<file path="src/rtl/rhsq_pkg.sv">
// Shared constants, codes and control types for the rolling hash substring query block.
// No dependencies; every other file imports this package.
package rhsq_pkg;

    localparam int unsigned HASH_W   = 30;
    localparam int unsigned MAX_LEN  = 1024;
    localparam int unsigned IDX_W    = 11;
    localparam int unsigned CHAR_W   = 8;
    localparam int unsigned OP_W     = 2;
    localparam int unsigned STAT_W   = 2;
    localparam int unsigned S_DATA_W = 32;
    localparam int unsigned M_DATA_W = 48;

    localparam logic [HASH_W-1:0] HASH_MOD    = 30'd1000000007;
    localparam logic [HASH_W-1:0] BASE_RESET  = 30'd31;
    localparam logic [CHAR_W-1:0] CHAR_OFFSET = 8'd96;

    localparam logic [OP_W-1:0] OP_APPEND = 2'd0;
    localparam logic [OP_W-1:0] OP_QUERY  = 2'd1;
    localparam logic [OP_W-1:0] OP_CLEAR  = 2'd2;
    localparam logic [OP_W-1:0] OP_NOP    = 2'd3;

    localparam logic [STAT_W-1:0] ST_OK        = 2'd0;
    localparam logic [STAT_W-1:0] ST_FULL      = 2'd1;
    localparam logic [STAT_W-1:0] ST_BAD_RANGE = 2'd2;

    typedef struct packed {
        logic load;
        logic rd;
        logic start_app;
        logic start_qry;
        logic finish;
    } t_cmd;

    typedef struct packed {
        logic app_ok;
        logic qry_ok;
        logic mul_done;
        logic out_free;
    } t_stat;

endpackage

</file>
<file path="src/rtl/rhsq_ctrl.sv">
// Controller state machine: sequences accept, store read, multiply and result write-back.
// Depends on rhsq_pkg.
module rhsq_ctrl (
    input  logic              i_clk,
    input  logic              i_rst_n,
    input  logic              i_s_tvalid,
    output logic              o_s_tready,
    input  rhsq_pkg::t_stat   i_stat,
    output rhsq_pkg::t_cmd    o_cmd
);
    import rhsq_pkg::*;

    localparam logic [2:0] S_IDLE = 3'd0;
    localparam logic [2:0] S_DEC  = 3'd1;
    localparam logic [2:0] S_RD   = 3'd2;
    localparam logic [2:0] S_MUL  = 3'd3;
    localparam logic [2:0] S_WB   = 3'd4;

    logic [2:0] r_state, n_state;

    always_comb begin
        n_state         = r_state;
        o_cmd           = '0;
        o_s_tready      = 1'b0;
        unique case (r_state)
            S_IDLE: begin
                o_s_tready = 1'b1;
                if (i_s_tvalid) begin
                    o_cmd.load = 1'b1;
                    n_state    = S_DEC;
                end
            end
            S_DEC: begin
                o_cmd.rd = 1'b1;
                priority if (i_stat.app_ok) begin
                    o_cmd.start_app = 1'b1;
                    n_state         = S_MUL;
                end else if (i_stat.qry_ok) begin
                    n_state = S_RD;
                end else begin
                    n_state = S_WB;
                end
            end
            S_RD: begin
                o_cmd.start_qry = 1'b1;
                n_state         = S_MUL;
            end
            S_MUL: begin
                if (i_stat.mul_done) begin
                    n_state = S_WB;
                end
            end
            S_WB: begin
                if (i_stat.out_free) begin
                    o_cmd.finish = 1'b1;
                    n_state      = S_IDLE;
                end
            end
            default: begin
                n_state = S_IDLE;
            end
        endcase
    end

    always_ff @(posedge i_clk) begin
        if (!i_rst_n) begin
            r_state <= S_IDLE;
        end else begin
            r_state <= n_state;
        end
    end

endmodule

</file>
<file path="config.mk">
export PLATFORM = sky130hd
export DESIGN_NAME = rhsq_ctrl
export DESIGN_NICKNAME = d
export VERILOG_FILES = /design/src/rtl/rhsq_pkg.sv /design/src/rtl/rhsq_ctrl.sv
export SDC_FILE = /design/constraint.sdc
export NUM_CORES = 1
export LEC_CHECK = 0
export BUFFER_PORTS_ARGS = -buffer_cell sky130_fd_sc_hd__buf_4
export CORE_AREA = 2 2 39 41
export CTS_BUF_LIST = sky130_fd_sc_hd__clkbuf_8
export CTS_CLUSTER_DIAMETER = 100
export DETAILED_ROUTE_END_ITERATION = 12
export DIE_AREA = 0 0 41 43
export PLACE_DENSITY = 0.4
export REMOVE_ABC_BUFFERS = 1
export SLEW_MARGIN = 20
export SYNTH_ARGS = -nofsm -noshare
export SYNTH_HDL_FRONTEND = slang
export SYNTH_SLANG_ARGS = --single-unit
</file>
<file path="constraint.sdc">
create_clock -name i_clk -period 1.46 [get_ports i_clk]
set_input_delay 0.146 -clock i_clk [delete_from_list [all_inputs] [get_ports i_clk]]
set_output_delay 0.146 -clock i_clk [all_outputs]
set_load 0.01 [all_outputs]
</file>
==> impl_metrics.yaml, run 1 <==
run_status:
  status: "complete, no violations"
floorplan:
  dieArea_mm2: 0.00176
  die_y_um: 43
  initial_utilization: 0.154
  rows: 14
  die_x_um: 41
  core_mm2: 0.00138
  io_pins: 13
worst_setup_path:
  critical_path_arrival_ps: 1210
  crit_type: "reg -> out"
  crit_fanout: 8
  endpoint_kind: "primary output"
  worstPathRequired_ps: 1310
  start_kind: "register"
cells_and_area:
  drive_gt1_frac: 0.452
  final_common_cell: "buf_4"
  multi_input_area_um2: 135
  largest_reg_flops: 3
  seqCellArea_um2: 61.3
  final_nets: 50
  fillers: 152
  top_register: "r_state"
  syn2layout_area_growth_pct: 68.8
  reg_top3: "r_state (3)"
  antenna_cells: 0
  mostFrequentLayoutCells: "buf_4, nor3_1, inv_1, clkbuf_8"
detailed_routing:
  drt_wl_total_um: 552
  drc: 0
  vias_per_cell: 4.12
  ant_nets: 0
  num_vias: 239
  firstDrtPassIters: 2
  routedWlPerCell_um: 9.52
  drt_iter0_markers: 2
logic_synthesis:
  yosysWarningCount: 0
  syn_inst: 28
  synth-adder-area-share: 0
  synth_top_family_by_area: "simple AND/OR/NAND/NOR gates"
  syn_avg_cell_area_um2: 7.60
  synthSimpleGateAreaFrac: 0.335
  ys_ff_latch: 3
  synth_compound_area_frac: 0.300
  synthMuxAreaShare: 0
  synth_xor_area_frac: 0
  ys_types: 17
  synth_area_um2: 213
  yosysSeqAreaShare: 0.282
cts:
  worst_skew_pair.late_latency_ps: 210
  post-cts-setup-buffers: 0
  cts-root-buf: "clkbuf_8"
  clk_pin_slew_ps: 30
  cts_buffers: 3
  hold_buffers: 0
  clock_sinks: 3
  cts_tree: "built"
  cts_max_level: 1
  cts_resized: 0
  clk_path_buf_depth: 2
grt:
  grtUsageTotal: 0.0741
  overflow: 0
  grt_pass1_wl_um: 883
  grt_antenna_before_repair: 0
  first_global_vias: 244
  grt_max_degree: 12
timing:
  finClkSkew_ps: 0.533
  relSlewSlack: 0.754
  min_period_ps: 1350
  fmaxAchievable_ghz: 0.739
  setup-violations-final: 0
  timing.setup.tns_ps: 0
  setup_slack_ps: 107
  finalHoldViolations: 0
  max_slew.worst_pin.slew_ps: 368
  rsz0062_at_grt: "no"
  maxSlewViolCount: 0
  fin_crit_sh: 0.926
run:
  cap_viol_max_count: 0
placement:
  io_buffer_count: 12
  gp_congestion: 0.674
  hpwl_um: 417
  pre_cts_ws_ps: 297
pwr:
  p_per_area_mw_per_mm2: 1360
  p_leak_nw: 0.159
  vdd_drop_max_mv: 0.295
min_path:
  hp-class: "in -> reg"
## synth_stat cells
library cell / n / area [um2]
o21ai_0: 1 / 5.00
nand2b_1: 2 / 12.5
a21oi_1: 2 / 10.0
a2111oi_2: 1 / 15.0
or2_2: 1 / 6.26
nor2b_2: 1 / 8.76
nand2_1: 2 / 7.51
a211oi_1: 1 / 7.51
a311oi_1: 1 / 8.76
dfxtp_1: 3 / 60.1
o221a_1: 1 / 11.3
nor3_1: 4 / 20.0
inv_1: 2 / 7.51
and2_1: 2 / 12.5
buf_2: 2 / 10.0
a31oi_1: 1 / 6.26
nor2_1: 1 / 3.75
## path summary, 6_finish.rpt
kind | startpoint | endpoint | slack [ps] | cells after the start
hold / removal | i_stat[1] | r_state[1] | 160 | 2
hold reg to reg | r_state[0] | r_state[0] | 560 | 1
setup reg to reg | r_state[2] | r_state[2] | 300 | 3
setup / recovery | r_state[2] | o_cmd[2] | 110 | 4
## final cells by class
class / count / share of cell area
inverter: 2 / 0.0209
sequential: 3 / 0.171
timing repair buffer: 12 / 0.251
multi-input combinational: 21 / 0.376
tap: 16 / 0.0557
clock buffer: 3 / 0.115
clock inverter: 1 / 0.0105
## report_power, final
group / total [mW] / switching [mW] / internal, mW
clock: 0.230 / 0.0517 / 0.179
combinational: 0.130 / 0.0555 / 0.0747
sequential: 0.129 / 0.0324 / 0.0962
## worst max-delay path, stage by stage (launching register included)
cell	delay, ps
dfxtp_1	470
nand2b_1	170
nor2_1	60
and2_1	170
buf_4	130
## metrics by stage
stage / instances / instance area (um2) / power [mW] / hold WS [ps] / util
after floorplan: 26 / 203 / 0.191 / 264 / -
after global placement: 54 / 313 / 0.262 / 382 / 0.226
after detailed placement: 54 / 313 / 0.259 / 376 / 0.226
after CTS: 58 / 358 / 0.495 / 155 / 0.259
after global routing: 58 / 359 / 0.516 / 170 / 0.259
final: 58 / 359 / 0.489 / 156 / 0.259
## metal layers
layer | share of wire | up-vias | wire, um | track usage
met4 | 0 | 0 | 0 | 0.0800
met3 | 0 | 0 | 0 | 0
met2 | 0.61 | 0 | 336 | 0.134
met5 | 0 | - | 0 | 0
li1 | - | 128 | - | -
met1 | 0.39 | 111 | 216 | 0.0607
## logic make-up after synthesis
group,count (synthesis)
AO/OA/AOI/OAI,8
flip-flops,3
buffers and inverters,4
AND/OR/NAND/NOR,13
Note: power is estimated with default switching activity, not from simulation.
==> run 2, diff against run 1 <==
GPL_TIMING_DRIVEN = 0   (was default)
==> impl_metrics.yaml, run 2 (synthesis results as in run 1) <==
run_status:
  status: "complete, no violations"
cells_and_area:
  reg_top3: "r_state (3)"
  antenna_cells: 0
  largest_reg_flops: 3
  final_common_cell: "buf_4"
  fin_util: 0.259
  drive_gt1_frac: 0.452
  final_nets: 50
  syn2layout_area_growth_pct: 68.8
  fin_cells: 58
  mostFrequentLayoutCells: "buf_4, nor3_1, inv_1, clkbuf_8"
  top_register: "r_state"
pwr:
  vdd_drop_max_mv: 0.229
  p_leak_nw: 0.159
  p_seq_frac: 0.262
  p_comb_frac: 0.264
  pwr-share-clk: 0.474
  switching_power_mw: 0.138
  p_int_mw: 0.350
  p_per_area_mw_per_mm2: 1360
  switching_share: 0.283
timing:
  relSlewSlack: 0.758
  finalHoldViolations: 0
  max_slew.worst_pin.slew_ps: 362
  min_period_ps: 1350
  fmaxAchievable_ghz: 0.740
  finClkSkew_ps: 1.54
  setup-violations-final: 0
  fin_crit_sh: 0.926
  timing.setup.tns_ps: 0
  setup_slack_ps: 108
  rsz0062_at_grt: "no"
  maxSlewViolCount: 0
placement:
  gp_congestion: 0.684
  pre_cts_ws_ps: 297
  hpwl_um: 420
  numPlacedInstances: 54
  io_buffer_count: 12
min_path:
  hp-class: "in -> reg"
detailed_routing:
  drt_wl_total_um: 538
  drc: 0
  ant_nets: 0
  firstDrtPassIters: 2
  routedWlPerCell_um: 9.28
  vias_per_cell: 4.07
  num_vias: 236
  drt_iter0_markers: 5
floorplan:
  core_mm2: 0.00138
  dieArea_mm2: 0.00176
  die_x_um: 41
  rows: 14
  initial_utilization: 0.154
  io_pins: 13
  die_y_um: 43
cts:
  clk_path_buf_depth: 2
  clock_sinks: 3
  hold_buffers: 0
  cts_tree: "built"
  cts-root-buf: "clkbuf_8"
  worst_skew_pair.late_latency_ps: 210
  clk_pin_slew_ps: 30
  cts_resized: 0
  cts_buffers: 3
  post-cts-setup-buffers: 0
  cts_max_level: 1
grt:
  grt_max_degree: 12
  grt_pass1_wl_um: 966
  first_global_vias: 244
  overflow: 0
  grt_antenna_before_repair: 0
  grtUsageTotal: 0.0842
worst_setup_path:
  critical_path_arrival_ps: 1210
  crit_fanout: 8
  crit_type: "reg -> out"
  worstPathRequired_ps: 1310
  start_kind: "register"
  endpoint_kind: "primary output"
run:
  cap_viol_max_count: 0
run 2: cell counts in the layout (fill, tap and decap cells not counted):
No cell type changed its count.
run 2: metal layers:
| metal | routed length, um | GRT usage | vias up |
|---|---|---|---|
| li1 | - | - | 128 |
| met1 | 200 | 0.0927 | 106 |
| met3 | 11 | 0.0314 | 0 |
| met4 | 0 | 0.0800 | 0 |
| met5 | 0 | 0 | - |
| met2 | 326 | 0.116 | 2 |
run 2: metrics by stage:
step | total power, mW | hold slack (ps) | instance area [um2]
3_5_place_dp | 0.258 | 373 | 313
5_1_grt | 0.531 | 150 | 359
4_1_cts | 0.495 | 151 | 358
6_report | 0.487 | 152 | 359
3_3_place_gp | 0.262 | 383 | 313
2_1_floorplan | 0.191 | 264 | 203
run 2: final timing paths:
| check | depth (start not counted) | startpoint | end | slack [ps] |
|---|---|---|---|---|
| max | 4 | r_state[2] | o_cmd[2] | 110 |
| min reg2reg | 1 | r_state[0] | r_state[0] | 560 |
| min | 2 | i_stat[1] | r_state[1] | 150 |
| max reg2reg | 3 | r_state[2] | r_state[2] | 300 |
run 2: worst max-delay path, cell delays in order, from the launching register on:
cell and delay (ps):
dfxtp_1 460, nand2b_1 170, nor2_1 60, and2_1 170
buf_4 130
run 2: cell type report:
type                    instances  area, um2
flip-flops and latches          3       61.3
fillers                       157       1020
multi-input cells              21        135
inverters                       2       7.51
repair buffers                 12       90.1
clock inverters                 1       3.75
clock buffers                   3       41.3
well taps                      16       20.0
run 2: power groups by stage:
stage	logic, mW	clock network, mW	registers [mW]
after floorplan	0.0710	0	0.120
after global placement	0.132	0	0.130
after detailed placement	0.131	0	0.128
after CTS	0.131	0.237	0.127
after global routing	0.142	0.256	0.133
final	0.129	0.231	0.128
==> run 3, diff against run 2 <==
CELL_PAD_IN_SITES_DETAIL_PLACEMENT = 1   (was default)
CELL_PAD_IN_SITES_GLOBAL_PLACEMENT = 1   (was default)
PLACE_DENSITY = 0.52   (was 0.4)
==> impl_metrics.yaml, run 3 (synthesis results as in run 1) <==
timing:
  fmaxAchievable_ghz: 0.727
  setup_slack_ps: 84.8
  fin_crit_sh: 0.942
  finalHoldViolations: 0
  setup-violations-final: 0
  finClkSkew_ps: 0.822
  maxSlewViolCount: 0
  timing.setup.tns_ps: 0
  min_period_ps: 1380
  max_slew.worst_pin.slew_ps: 382
  rsz0062_at_grt: "no"
  relSlewSlack: 0.745
floorplan:
  initial_utilization: 0.154
  core_mm2: 0.00138
  dieArea_mm2: 0.00176
  die_y_um: 43
  rows: 14
  io_pins: 13
  die_x_um: 41
worst_setup_path:
  ff2ff_setup_slack_ps: 280
  r2r_start: "r_state[2]"
  endpoint_kind: "primary output"
  reg2regPathDepth: 3
  critical_path_arrival_ps: 1230
  start_kind: "register"
  reg2reg_to: "r_state[2]"
  crit_type: "reg -> out"
  worstPathRequired_ps: 1310
  crit_fanout: 8
cts:
  cts_buffers: 3
  cts-root-buf: "clkbuf_8"
  clock_sinks: 3
  cts_tree: "built"
  clk_path_buf_depth: 2
  clk_pin_slew_ps: 30
  worst_skew_pair.late_latency_ps: 210
  hold_buffers: 0
  cts_max_level: 1
grt:
  grt_antenna_before_repair: 0
  grt_max_degree: 12
  overflow: 0
  first_global_vias: 234
  grtUsageTotal: 0.0822
  grt_pass1_wl_um: 979
cells_and_area:
  syn2layout_area_growth_pct: 68.8
  top_register: "r_state"
  antenna_cells: 0
  fin_cells: 58
  largest_reg_flops: 3
  drive_gt1_frac: 0.452
  final_common_cell: "buf_4"
  finalInstanceArea_um2: 359
  mostFrequentLayoutCells: "buf_4, nor3_1, inv_1, clkbuf_8"
  final_nets: 50
  reg_top3: "r_state (3)"
run_status:
  status: "complete, no violations"
placement:
  numPlacedInstances: 54
  pre_cts_ws_ps: 280
  hpwl_um: 450
  io_buffer_count: 12
  post_dp_cell_area_um2: 313
  gp_congestion: 0.731
detailed_routing:
  num_vias: 257
  drt_wl_total_um: 631
  firstDrtPassIters: 2
  ant_nets: 0
  routedWlPerCell_um: 10.9
  drt_iter0_markers: 1
  drc: 0
  vias_per_cell: 4.43
min_path:
  min_to: "r_state[1]"
  whs_path_depth: 2
  hold_start: "i_stat[1]"
  hp-class: "in -> reg"
pwr:
  p_leak_nw: 0.159
  p_total_mw: 0.497
  vdd_drop_max_mv: 0.272
  p_per_area_mw_per_mm2: 1380
run:
  cap_viol_max_count: 0
[run 3: cell counts in the layout (fill, tap and decap cells not counted)]
No cell type changed its count.
[run 3: layout make-up]
class / count / area, um2
tap: 16 / 20.0
multi-input combinational: 21 / 135
timing repair buffer: 12 / 90.1
inverter: 2 / 7.51
clock buffer: 3 / 41.3
clock inverter: 1 / 3.75
fill: 173 / 1020
sequential: 3 / 61.3
[run 3: worst max path at each step]
| stage | start | end | slack (ps) |
|---|---|---|---|
| 2_1_floorplan | r_state[0] | o_cmd[4] | 350 |
| 3_3_place_gp | r_state[2] | r_state[2] | 270 |
| 3_5_place_dp | r_state[2] | r_state[2] | 280 |
| 4_1_cts | r_state[0] | o_cmd[2] | 60 |
| 5_1_grt | r_state[2] | o_cmd[2] | 9 |
| 6_report | r_state[2] | o_cmd[2] | 80 |
[run 3: timing repair]
| action | in CTS | in global routing |
|---|---|---|
| endpoints found under the setup margin | 0 | 1 |
| setup buffers | 0 | 0 |
| gates resized for setup | 0 | 1 |
[run 3: through the flow]
stage               hold slack (ps)   util
floorplan                       264      -
global placement                378  0.226
detailed placement              389  0.226
CTS                             162  0.259
global route                    176  0.259
finish                          161  0.259
[run 3: critical path, cell delays in order, from the launching register on]
cell and delay, ps:
dfxtp_1 470, nand2b_1 170, nor2_1 60, and2_1 170, buf_4 140
[run 3: where the power goes]
group | internal, mW | switching [mW] | total (mW)
Combinational | 0.0747 | 0.0568 | 0.131
Sequential | 0.0961 | 0.0335 | 0.130
Clock | 0.179 | 0.0569 | 0.236
[run 3: per-layer routing]
layer	routed length [um]	up-vias	global-route usage
met1	311	117	0.115
met2	270	11	0.106
met5	0	-	0
li1	-	129	-
met3	48	0	0.0157
met4	0	0	0.0600
